==> src/rtl/macd_pkg.sv <==
// shared widths, types, register indexes and saturation helper for the macd block
package macd_pkg;

	localparam int DATA_WIDTH = 32;
	localparam int COEF_WIDTH = 16;
	localparam int DIFF_WIDTH = DATA_WIDTH + 1;
	localparam int PROD_WIDTH = DIFF_WIDTH + COEF_WIDTH + 1;
	localparam int SUM_WIDTH  = DATA_WIDTH + 2;

	typedef logic signed [DATA_WIDTH-1:0] data_t;
	typedef logic        [COEF_WIDTH-1:0] coef_t;
	typedef logic signed [DIFF_WIDTH-1:0] diff_t;
	typedef logic signed [PROD_WIDTH-1:0] prod_t;
	typedef logic signed [SUM_WIDTH-1:0]  sum_t;
	typedef logic        [1:0]            reg_idx_t;

	// configuration register indexes
	localparam reg_idx_t REG_SHORT_ALPHA  = 2'd0;
	localparam reg_idx_t REG_LONG_ALPHA   = 2'd1;
	localparam reg_idx_t REG_SIGNAL_ALPHA = 2'd2;

	// reset values of the smoothing factors
	localparam coef_t SHORT_ALPHA_RST  = COEF_WIDTH'(10082);
	localparam coef_t LONG_ALPHA_RST   = COEF_WIDTH'(4855);
	localparam coef_t SIGNAL_ALPHA_RST = COEF_WIDTH'(13107);

	// which average the shared datapath works on
	typedef enum logic [1:0] {
		EMA_SHORT  = 2'd0,
		EMA_LONG   = 2'd1,
		EMA_SIGNAL = 2'd2
	} ema_sel_t;

	// controller to datapath command word
	typedef struct packed {
		logic     take_x;
		logic     first;
		logic     diff;
		logic     mul;
		logic     acc;
		logic     macd;
		logic     finish;
		ema_sel_t sel;
	} cmd_t;

	// one result item
	typedef struct packed {
		data_t short_ema;
		data_t long_ema;
		data_t macd_value;
		data_t signal_value;
		data_t histogram;
	} res_t;

	// clamp a widened sum to the signed data range
	function automatic data_t sat(input sum_t v);
		logic [SUM_WIDTH-DATA_WIDTH:0] top;
		data_t                         r;
		top = v[SUM_WIDTH-1:DATA_WIDTH-1];
		if ((&top) || !(|top)) begin
			r = v[DATA_WIDTH-1:0];
		end else if (v[SUM_WIDTH-1]) begin
			r = {1'b1, {(DATA_WIDTH-1){1'b0}}};
		end else begin
			r = {1'b0, {(DATA_WIDTH-1){1'b1}}};
		end
		return r;
	endfunction

	// sign-extend a data word to sum width
	function automatic sum_t ext(input data_t v);
		return {{(SUM_WIDTH-DATA_WIDTH){v[DATA_WIDTH-1]}}, v};
	endfunction

endpackage

==> src/rtl/macd_if.sv <==
// handshake channel interfaces for price items, result items and register writes
interface macd_in_if;
	logic               valid;
	logic               ready;
	macd_pkg::data_t    price;

	modport source (output valid, output price, input ready);
	modport sink   (input valid, input price, output ready);
endinterface

interface macd_out_if;
	logic               valid;
	logic               ready;
	macd_pkg::data_t    short_ema;
	macd_pkg::data_t    long_ema;
	macd_pkg::data_t    macd_value;
	macd_pkg::data_t    signal_value;
	macd_pkg::data_t    histogram;

	modport source (output valid, output short_ema, output long_ema, output macd_value,
		output signal_value, output histogram, input ready);
	modport sink   (input valid, input short_ema, input long_ema, input macd_value,
		input signal_value, input histogram, output ready);
endinterface

interface macd_cfg_if;
	logic               valid;
	logic               ready;
	macd_pkg::reg_idx_t index;
	macd_pkg::coef_t    data;

	modport source (output valid, output index, output data, input ready);
	modport sink   (input valid, input index, input data, output ready);
endinterface

==> src/rtl/macd_ctrl.sv <==
// sequencing state machine: walks the shared ema datapath through one item
module macd_ctrl (
	input  logic          clk,
	input  logic          arst_n,
	input  logic          in_valid,
	output logic          in_ready,
	input  logic          out_ready,
	output logic          out_valid,
	output macd_pkg::cmd_t cmd
);
	import macd_pkg::*;

	typedef enum logic [6:0] {
		S_IDLE  = 7'b0000001,
		S_FIRST = 7'b0000010,
		S_DIFF  = 7'b0000100,
		S_MUL   = 7'b0001000,
		S_ACC   = 7'b0010000,
		S_MACD  = 7'b0100000,
		S_DONE  = 7'b1000000
	} state_t;

	state_t   state_q, state_d;
	ema_sel_t sel_q, sel_d;
	logic     started_q, started_d;
	logic     out_valid_q, out_valid_d;

	// next state and command decode
	always_comb begin
		state_d     = state_q;
		sel_d       = sel_q;
		started_d   = started_q;
		out_valid_d = out_valid_q;
		in_ready    = 1'b0;
		cmd         = '0;
		cmd.sel     = sel_q;

		if (out_valid_q && out_ready) begin
			out_valid_d = 1'b0;
		end

		unique case (state_q)
			S_IDLE: begin
				in_ready = 1'b1;
				if (in_valid) begin
					cmd.take_x = 1'b1;
					sel_d      = EMA_SHORT;
					state_d    = started_q ? S_DIFF : S_FIRST;
				end
			end
			S_FIRST: begin
				cmd.first = 1'b1;
				started_d = 1'b1;
				state_d   = S_DONE;
			end
			S_DIFF: begin
				cmd.diff = 1'b1;
				state_d  = S_MUL;
			end
			S_MUL: begin
				cmd.mul = 1'b1;
				state_d = S_ACC;
			end
			S_ACC: begin
				cmd.acc = 1'b1;
				case (sel_q)
					EMA_SHORT: begin
						sel_d   = EMA_LONG;
						state_d = S_DIFF;
					end
					EMA_LONG: begin
						state_d = S_MACD;
					end
					default: begin
						state_d = S_DONE;
					end
				endcase
			end
			S_MACD: begin
				cmd.macd = 1'b1;
				sel_d    = EMA_SIGNAL;
				state_d  = S_DIFF;
			end
			S_DONE: begin
				// wait for the output register to free up
				if (!out_valid_q || out_ready) begin
					cmd.finish  = 1'b1;
					out_valid_d = 1'b1;
					state_d     = S_IDLE;
				end
			end
			default: begin
				state_d = S_IDLE;
			end
		endcase
	end

	// control registers
	always_ff @(posedge clk or negedge arst_n) begin
		if (!arst_n) begin
			state_q     <= S_IDLE;
			sel_q       <= EMA_SHORT;
			started_q   <= 1'b0;
			out_valid_q <= 1'b0;
		end else begin
			state_q     <= state_d;
			sel_q       <= sel_d;
			started_q   <= started_d;
			out_valid_q <= out_valid_d;
		end
	end

	assign out_valid = out_valid_q;

endmodule

==> src/rtl/macd_dp.sv <==
// datapath: averages, smoothing factors, shared subtract/multiply/accumulate, output register
module macd_dp (
	input  logic               clk,
	input  logic               arst_n,
	input  macd_pkg::cmd_t     cmd,
	input  logic               cfg_we,
	input  macd_pkg::reg_idx_t cfg_idx,
	input  macd_pkg::coef_t    cfg_data,
	input  macd_pkg::data_t    price,
	output macd_pkg::res_t     res
);
	import macd_pkg::*;

	coef_t short_alpha_q, long_alpha_q, signal_alpha_q;
	data_t x_q, short_q, long_q, signal_q, macd_q;
	diff_t diff_q;
	prod_t prod_q;
	res_t  res_q;

	data_t cur_avg, cur_x;
	coef_t cur_alpha;
	prod_t prod_shift;
	sum_t  acc_sum;
	data_t acc_val;
	data_t macd_d;
	data_t hist_d;

	// configuration registers
	always_ff @(posedge clk or negedge arst_n) begin
		if (!arst_n) begin
			short_alpha_q  <= SHORT_ALPHA_RST;
			long_alpha_q   <= LONG_ALPHA_RST;
			signal_alpha_q <= SIGNAL_ALPHA_RST;
		end else if (cfg_we) begin
			unique case (cfg_idx)
				REG_SHORT_ALPHA:  short_alpha_q  <= cfg_data;
				REG_LONG_ALPHA:   long_alpha_q   <= cfg_data;
				REG_SIGNAL_ALPHA: signal_alpha_q <= cfg_data;
				default: ;
			endcase
		end
	end

	// operand select for the average being updated
	always_comb begin
		case (cmd.sel)
			EMA_SHORT: begin
				cur_avg   = short_q;
				cur_x     = x_q;
				cur_alpha = short_alpha_q;
			end
			EMA_LONG: begin
				cur_avg   = long_q;
				cur_x     = x_q;
				cur_alpha = long_alpha_q;
			end
			default: begin
				cur_avg   = signal_q;
				cur_x     = macd_q;
				cur_alpha = signal_alpha_q;
			end
		endcase
	end

	// floor shift of the product, add to the average, clamp
	assign prod_shift = prod_q >>> COEF_WIDTH;
	assign acc_sum    = ext(cur_avg) + prod_shift[SUM_WIDTH-1:0];
	assign acc_val    = sat(acc_sum);
	assign macd_d     = sat(ext(short_q) - ext(long_q));
	assign hist_d     = sat(ext(macd_q) - ext(signal_q));

	// working registers
	always_ff @(posedge clk) begin
		if (cmd.take_x) begin
			x_q <= price;
		end
		if (cmd.first) begin
			short_q  <= x_q;
			long_q   <= x_q;
			signal_q <= '0;
			macd_q   <= '0;
		end
		if (cmd.diff) begin
			diff_q <= {cur_x[DATA_WIDTH-1], cur_x} - {cur_avg[DATA_WIDTH-1], cur_avg};
		end
		if (cmd.mul) begin
			prod_q <= diff_q * $signed({1'b0, cur_alpha});
		end
		if (cmd.acc) begin
			case (cmd.sel)
				EMA_SHORT: short_q  <= acc_val;
				EMA_LONG:  long_q   <= acc_val;
				default:   signal_q <= acc_val;
			endcase
		end
		if (cmd.macd) begin
			macd_q <= macd_d;
		end
		if (cmd.finish) begin
			res_q.short_ema    <= short_q;
			res_q.long_ema     <= long_q;
			res_q.macd_value   <= macd_q;
			res_q.signal_value <= signal_q;
			res_q.histogram    <= hist_d;
		end
	end

	assign res = res_q;

endmodule

==> src/rtl/macd_ema_indicator.sv <==
// top level of the macd indicator: controller, datapath and channel hookup
//
//  channel  dir  payload                                           accepted when
//  in_ch    in   price                                             valid & ready
//  out_ch   out  short_ema long_ema macd_value signal_value hist.  valid & ready
//  cfg      in   index, data (alpha register write)                valid & ready
//
// one item at a time; the first item after reset only seeds the averages, and every later
// item takes three subtract/multiply/accumulate passes through the single shared
// multiplier plus the macd and output steps.
// arst_n clears the controller, the started flag and loads the default alphas.
// a finished item sits in the output register while the next item is taken in;
// a stalled output holds the controller in its last step until the register frees.
module macd_ema_indicator (
	input  logic       clk,
	input  logic       arst_n,
	macd_in_if.sink    in_ch,
	macd_out_if.source out_ch,
	macd_cfg_if.sink   cfg
);
	import macd_pkg::*;

	cmd_t cmd;
	res_t res;

	// sequencer
	macd_ctrl u_ctrl (
		.clk       (clk),
		.arst_n    (arst_n),
		.in_valid  (in_ch.valid),
		.in_ready  (in_ch.ready),
		.out_ready (out_ch.ready),
		.out_valid (out_ch.valid),
		.cmd       (cmd)
	);

	// arithmetic and storage
	macd_dp u_dp (
		.clk      (clk),
		.arst_n   (arst_n),
		.cmd      (cmd),
		.cfg_we   (cfg.valid),
		.cfg_idx  (cfg.index),
		.cfg_data (cfg.data),
		.price    (in_ch.price),
		.res      (res)
	);

	// register writes are always taken
	assign cfg.ready = 1'b1;

	// result fields
	assign out_ch.short_ema    = res.short_ema;
	assign out_ch.long_ema     = res.long_ema;
	assign out_ch.macd_value   = res.macd_value;
	assign out_ch.signal_value = res.signal_value;
	assign out_ch.histogram    = res.histogram;

endmodule

==> src/flat_wrapper.sv <==
// flat-port wrapper written by rule: the top's interface ports become plain ports
module macd_ema_indicator_flat import macd_pkg::*;
  (clk, arst_n, in_ch_valid, in_ch_price, in_ch_ready, out_ch_valid, out_ch_short_ema, out_ch_long_ema, out_ch_macd_value, out_ch_signal_value, out_ch_histogram, out_ch_ready, cfg_valid, cfg_index, cfg_data, cfg_ready);
  macd_in_if in_ch_i ();
  macd_out_if out_ch_i ();
  macd_cfg_if cfg_i ();
  input  logic clk;
  input  logic arst_n;
  input wire logic [$bits(in_ch_i.valid)-1:0] in_ch_valid;
  input wire logic [$bits(in_ch_i.price)-1:0] in_ch_price;
  output wire logic [$bits(in_ch_i.ready)-1:0] in_ch_ready;
  output wire logic [$bits(out_ch_i.valid)-1:0] out_ch_valid;
  output wire logic [$bits(out_ch_i.short_ema)-1:0] out_ch_short_ema;
  output wire logic [$bits(out_ch_i.long_ema)-1:0] out_ch_long_ema;
  output wire logic [$bits(out_ch_i.macd_value)-1:0] out_ch_macd_value;
  output wire logic [$bits(out_ch_i.signal_value)-1:0] out_ch_signal_value;
  output wire logic [$bits(out_ch_i.histogram)-1:0] out_ch_histogram;
  input wire logic [$bits(out_ch_i.ready)-1:0] out_ch_ready;
  input wire logic [$bits(cfg_i.valid)-1:0] cfg_valid;
  input wire logic [$bits(cfg_i.index)-1:0] cfg_index;
  input wire logic [$bits(cfg_i.data)-1:0] cfg_data;
  output wire logic [$bits(cfg_i.ready)-1:0] cfg_ready;
  assign in_ch_i.valid = in_ch_valid;
  assign in_ch_i.price = in_ch_price;
  assign in_ch_ready = in_ch_i.ready;
  assign out_ch_valid = out_ch_i.valid;
  assign out_ch_short_ema = out_ch_i.short_ema;
  assign out_ch_long_ema = out_ch_i.long_ema;
  assign out_ch_macd_value = out_ch_i.macd_value;
  assign out_ch_signal_value = out_ch_i.signal_value;
  assign out_ch_histogram = out_ch_i.histogram;
  assign out_ch_i.ready = out_ch_ready;
  assign cfg_i.valid = cfg_valid;
  assign cfg_i.index = cfg_index;
  assign cfg_i.data = cfg_data;
  assign cfg_ready = cfg_i.ready;
  macd_ema_indicator u_core (.clk(clk), .arst_n(arst_n), .in_ch(in_ch_i), .out_ch(out_ch_i), .cfg(cfg_i));
endmodule
==> config.mk <==
export PLATFORM = sky130hd
export DESIGN_NAME = macd_ema_indicator_flat
export DESIGN_NICKNAME = d
export VERILOG_FILES = /design/src/rtl/macd_pkg.sv /design/src/rtl/macd_if.sv /design/src/rtl/macd_ctrl.sv /design/src/rtl/macd_dp.sv /design/src/rtl/macd_ema_indicator.sv /design/src/flat_wrapper.sv
export SDC_FILE = /design/constraint.sdc
export NUM_CORES = 2
export LEC_CHECK = 0
export BUFFER_PORTS_ARGS = -buffer_cell sky130_fd_sc_hd__buf_4
export CAP_MARGIN = 25
export CORE_ASPECT_RATIO = 1.75
export CORE_UTILIZATION = 60
export CTS_CLUSTER_DIAMETER = 30
export DETAILED_ROUTE_END_ITERATION = 10
export GPL_TIMING_DRIVEN = 0
export PLACE_DENSITY = 0.75
export SKIP_CTS_REPAIR_TIMING = 1
export SYNTH_ARGS = -nofsm -noshare
export SYNTH_HDL_FRONTEND = slang
export SYNTH_SLANG_ARGS = --single-unit
==> constraint.sdc <==
create_clock -name clk -period 10.64 [get_ports clk]
set_input_delay 1.064 -clock clk [delete_from_list [all_inputs] [get_ports clk]]
set_output_delay 1.064 -clock clk [all_outputs]
set_load 0.005 [all_outputs]
* Word-level counts from Yosys, hierarchy flattened
Index checks and enable logic that the tools add are counted.
** Operators by class
- Add/sub/neg operators :: 4
- $mul :: 1
- Equality and inequality tests :: 13
- Muxes and demuxes :: 41
- Reduce and logical (&&, ||, !) cells :: 25
** Operators with widths (number)
- 32-bit two-way mux :: 18
- 32-bit by 32-bit subtractor with 33-bit output :: 3
- 32-bit one-hot mux with 2 select lines :: 1
- 33-bit by 17-bit multiplier with 50-bit output :: 1
- 7-bit one-hot mux with 7 select lines :: 1
- 32-bit by 34-bit adder with 34-bit output :: 1
- 16-bit one-hot mux with 2 select lines :: 1
- 7-bit two-way mux :: 2
- 7-bit one-hot mux with 2 select lines :: 1
- 1-bit two-way mux :: 13
- 3-bit AND reduction :: 4
- 3-bit OR reduction :: 3
- 2-bit AND reduction :: 4
- 7-bit by 1-bit == test with 1-bit output, second input constant :: 1
- 7-bit by 2-bit == test with 1-bit output, second input constant :: 1
- 7-bit by 3-bit == test with 1-bit output, second input constant :: 1
- 7-bit by 4-bit == test with 1-bit output, second input constant :: 1
- 7-bit by 5-bit == test with 1-bit output, second input constant :: 1
- 7-bit by 6-bit == test with 1-bit output, second input constant :: 1
- 7-bit == test, second input constant :: 1
- 2-bit one-hot mux with 3 select lines :: 1
- 2-bit by 1-bit == test with 1-bit output, second input constant :: 2
- 1-bit zero test :: 4
- 2-bit zero test :: 2
- other kinds (10) :: 15
** Storage, ports and cells
- Bits in registers :: 462
- Output and inout bits :: 163
- Logic and storage cells :: 103

* Longest topological paths before layout
- Word-level depth :: 9
- Depth in mapped cells :: 29
- Gate-level depth less buffers :: 26

* By module
A second synthesis with hierarchy kept.
** Unflattened totals
- Cell total of the unflattened synthesis :: 4011
- Area total of the unflattened synthesis :: 40913.0 µm²
** By module, submodules not included
- macd_dp :: instances 1, cells an instance 3942, area an instance 40274.9 µm²
- macd_ctrl :: instances 1, cells an instance 67, area an instance 626.9 µm²
- macd_ema_indicator :: instances 1, cells an instance 2, area an instance 11.3 µm²

* Worst setup path after synthesis
No wires, ideal clock.
- Path kind :: input to register
- Start :: input port out_ch_ready
- End :: register, netlist name u_core.u_dp.res[0]
- Setup time :: 699 ps
- Arrival :: 8237 ps
- Required time :: 9941 ps
- Setup slack :: 1704 ps
- Cell stages on the path :: 2
- Path buffers :: 0
- Cells stage by stage :: nand2b_1 > nor2b_1
** RTL lines
- from (decl) :: RTL line flat_wrapper.sv:18 : input wire logic [$bits(out_ch_i.ready)-1:0] out_ch_ready;

* Final worst setup path
- Start :: register u_core.u_ctrl.sel_q[1]
- End :: register u_core.u_dp.prod_q[49] (data pin)
** On the way
- Cells in the longest elaborated chain, start to end :: 3
- Elaborated cells between the ends (all ways) :: 4
- Those cells by class :: 1 x mul; 1 x eq/ne; 1 x mux; 1 x reduce/logical
** Ends and longest elaborated chain
- from (decl) :: RTL line macd_ctrl.sv:24 : ema_sel_t sel_q, sel_d;
- from (signal assigned) :: RTL line macd_ctrl.sv:107 : sel_q <= sel_d;
- 2-bit by 1-bit == test with 1-bit output / 2-bit zero test (equally long branches) :: RTL line macd_dp.sv:46 : case (cmd.sel)
- 16-bit one-hot mux with 2 select lines * :: RTL line macd_dp.sv:46
- 33-bit by 17-bit multiplier with 50-bit output * :: RTL line macd_dp.sv:87 : prod_q <= diff_q * $signed({1'b0, cur_alpha});
- to (signal assigned) :: RTL line macd_dp.sv:87
- to (decl) :: RTL line macd_dp.sv:17 : prod_t prod_q;
Every way passes the cells marked *; elsewhere a longest branch is shown, timed or not.
A chain may end at the register's enable or synchronous reset.

==> results.cfg <==
[place]
dp.final_hpwl_um = 109000
pre_cts_ws_ns = 0.539
dpl-instance-area_mm2 = 0.0444
portBuffers = 216
gp_congestion = 1.00

[grt]
grt_pass1_vias = 34674
grt_usage = 0.394
antenna_found_initial = 2
grt_max_degree = 60
grt_overflow = 0
grt_pass1_wl_um = 202000

[clocking]
clkLatencyLatePin_ns = 0.65
cts_root_buffer = clkbuf_16
htreeDepth = 3
cts_made_buffers = 67
clock_sinks = 446
cts_buffer_depth = 3
cts_tree = built
clk_pin_slew_ns = 0.06

[synth]
ys_async_sr_fraction = 0.132
syn_avg_cell_area_um2 = 9.87
synth-main-ff-cell = edfxtp_1
synth.area.top_cells = fa_1, edfxtp_1, ha_1
yosysWarnings = 0
syn-num-nets = 5005
seq_area_frac_synth = 0.293
ys_types = 95
synth_area_leader_cell = fa_1
synth_edf_count = 291
ys_ff_latch = 446
syn_inst = 4199
yosys.area.top_type_share = 0.244
syn_area_mm2 = 0.0415

[drt]
vias_per_cell = 5.95
drt-initial-drc-count = 2157
wl_per_cell_um = 24.6
firstDrtPassIters = 5
ant_nets = 0
num_vias = 32422
drt_wl_total_um = 134000
drc = 0

[timing]
worst_pin_slew_ns = 1.15
slew_violations = 0
relSlewSlack = 0.230
setup_violations = 0
finalCritPeriodShare = 0.954
fin_ws_ns = 0.493
skew_ns = 0.0495
rsz0062_at_grt = false
fmax_mhz = 98.6
finalHoldViolations = 0
layout_min_cycle_time_ns = 10.15
hold_ws_ns = 0.451
setup_tns_ns = 0

[setup_path]
worst_r2r_endpoint = u_core.u_dp.prod_q[49]$_DFFE_PP_
crit_arrival_ns = 10.51
r2r_slack_ns = 0.49
crit_required_ns = 11.00
endpoint_kind = register
r2r_start = u_core.u_ctrl.sel_q[1]$_DFFE_PN0P_
reg2reg_depth = 26
crit_end = u_core.u_dp.prod_q[49]$_DFFE_PP_
critPathLaunchType = register
worst-path-max-fanout = 10
critPathLaunch = u_core.u_ctrl.sel_q[1]$_DFFE_PN0P_
worstSetupPathType = register to register

[flow_run]
maxCapViolCount = 0

[die]
initial_core_util = 0.605
die_y_um = 350
pin_count = 218
die_w_um = 201
design.die.area_mm2 = 0.0702
core_area_mm2 = 0.0685
rows = 127

[final_layout]
drive_above_1_share = 0.114
fin_nets = 5301
stdcell_area_mm2 = 0.0467
areaGrowthSynthToFinish_pct = 12.8
fillers = 5487

[hold_path]
hp-class = register to register

[run_status]
status = finished, final reports clean
-- worst min path at each step --
| stage | startpoint | endpoint | slack (ns) | depth (start not counted) |
|---|---|---|---|---|
| 5_1_grt | u_core.u_ctrl.started_q$_DFFE_PN0P_ | u_core.u_ctrl.state_q[1]$_DFFE_PN0P_ | 0.46 | 1 |
| 3_5_place_dp | u_core.u_ctrl.started_q$_DFFE_PN0P_ | u_core.u_ctrl.state_q[1]$_DFFE_PN0P_ | 0.44 | 1 |
| 2_1_floorplan | u_core.u_ctrl.started_q$_DFFE_PN0P_ | u_core.u_ctrl.state_q[1]$_DFFE_PN0P_ | 0.42 | 1 |
| 6_report | u_core.u_ctrl.started_q$_DFFE_PN0P_ | u_core.u_ctrl.state_q[1]$_DFFE_PN0P_ | 0.45 | 1 |
| 3_3_place_gp | u_core.u_ctrl.started_q$_DFFE_PN0P_ | u_core.u_ctrl.state_q[1]$_DFFE_PN0P_ | 0.44 | 1 |
| 4_1_cts | u_core.u_ctrl.started_q$_DFFE_PN0P_ | u_core.u_ctrl.state_q[1]$_DFFE_PN0P_ | 0.45 | 1 |
-- layout make-up --
cell class | count | area (µm²) | share of cell area
multi-input combinational | 2871 | 25900 | 0.555
sequential | 446 | 12200 | 0.260
inverter | 710 | 2670 | 0.0570
timing repair buffer | 227 | 1770 | 0.0378
clock buffer | 72 | 1710 | 0.0365
tap | 903 | 1130 | 0.0242
buffer | 172 | 709 | 0.0152
clock inverter | 51 | 664 | 0.0142
antenna | 1 | 2.50 | 0.0000535
-- cells by family after synthesis --
| family | count (synthesis) | share of synthesized area |
|---|---|---|
| AOI/OAI and AO/OA | 679 | 0.108 |
| other | 1 | 0.0000905 |
| muxes | 133 | 0.0345 |
| xor gates and xnor gates | 148 | 0.0314 |
| and+or+nand+nor | 1154 | 0.132 |
| DFF | 446 | 0.293 |
| buffers and inverters | 882 | 0.0814 |
| adders and majority gates | 756 | 0.319 |
-- cell usage after synthesis, drive strengths merged, types with 8 or more instances --
master  instances
a21boi          8
dfrtp          34
o21a           32
o21bai         14
fa            505
nand2         569
mux2           79
dfstp          25
o21ai         159
nand4          16
and3           24
and4            9
and2           69
clkbuf        137
nor3           29
nand3          86
xnor2          98
edfxtp        291
ha            246
buf            35
o211ai         34
nand2b         32
mux2i          54
nor2b         174
or3            14
dfxtp          96
inv           710
a21o           55
a31oi          18
xor2           50
a21oi         214
nand3b          9
a311o          11
nor2          101
a211o          22
o31ai          14
a211oi         37
-- placed cells by master (no fill, tap or decap), drive strengths merged, types with 98 or more instances in the layout --
cell type  Yosys  layout
nor2b        174     174
fa           505     505
inv          710     725
xnor2         98      98
a21oi        214     214
ha           246     246
o21ai        159     159
nand2        569     569
edfxtp       291     291
clkbuf       137     209
buf           35     262
nor2         101     101
-- state kept, by name, indices dropped and copies added (netlist names) --
name	count
u_core.u_dp.res	160
u_core.u_dp.prod_q	34
u_core.u_dp.diff_q	33
u_core.u_dp.long_q	32
u_core.u_dp.macd_q	32
u_core.u_dp.short_q	32
u_core.u_dp.signal_q	32
u_core.u_dp.x_q	32
u_core.u_dp.long_alpha_q	16
u_core.u_dp.short_alpha_q	16
u_core.u_dp.signal_alpha_q	16
u_core.u_ctrl.state_q	7
u_core.u_ctrl.sel_q	2
u_core.u_ctrl.out_valid	1
u_core.u_ctrl.started_q	1
-- worst max-delay path: stages (launching register included) --
cell	delay [ns]
dfrtp_1	0.32
clkbuf_1	0.27
clkbuf_1	0.71
buf_1	0.67
nand2_1	0.10
o21ai_1	0.62
clkbuf_1	0.70
nand2_1	0.18
fa_1	0.51
inv_1	0.05
fa_1	0.48
fa_1	0.59
fa_1	0.46
fa_1	0.53
inv_1	0.07
fa_1	0.48
inv_1	0.04
ha_1	0.33
a21oi_1	0.14
o21ai_0	0.14
a21oi_1	0.40
o21ai_0	0.30
or3_1	0.40
o21ai_0	0.70
o221ai_1	0.32
a21oi_1	0.24
xnor2_1	0.09
-- metal layers --
metal / up-vias / global-route usage / routed length (µm)
li1: 14309 / - / -
met1: 16062 / 0.389 / 43200
met2: 1485 / 0.709 / 69000
met3: 564 / 0.0602 / 7800
met4: 2 / 0.360 / 14300
met5: - / 0 / 9
-- through the flow --
stage | util | cells
floorplan | - | 4199
global placement | 0.646 | 5318
detailed placement | 0.648 | 5328
CTS | 0.682 | 5451
global route | 0.683 | 5452
finish | 0.683 | 5453
Power is not shown: default switching activity piles up to over one toggle a cycle in this logic, so the estimate is an artifact.
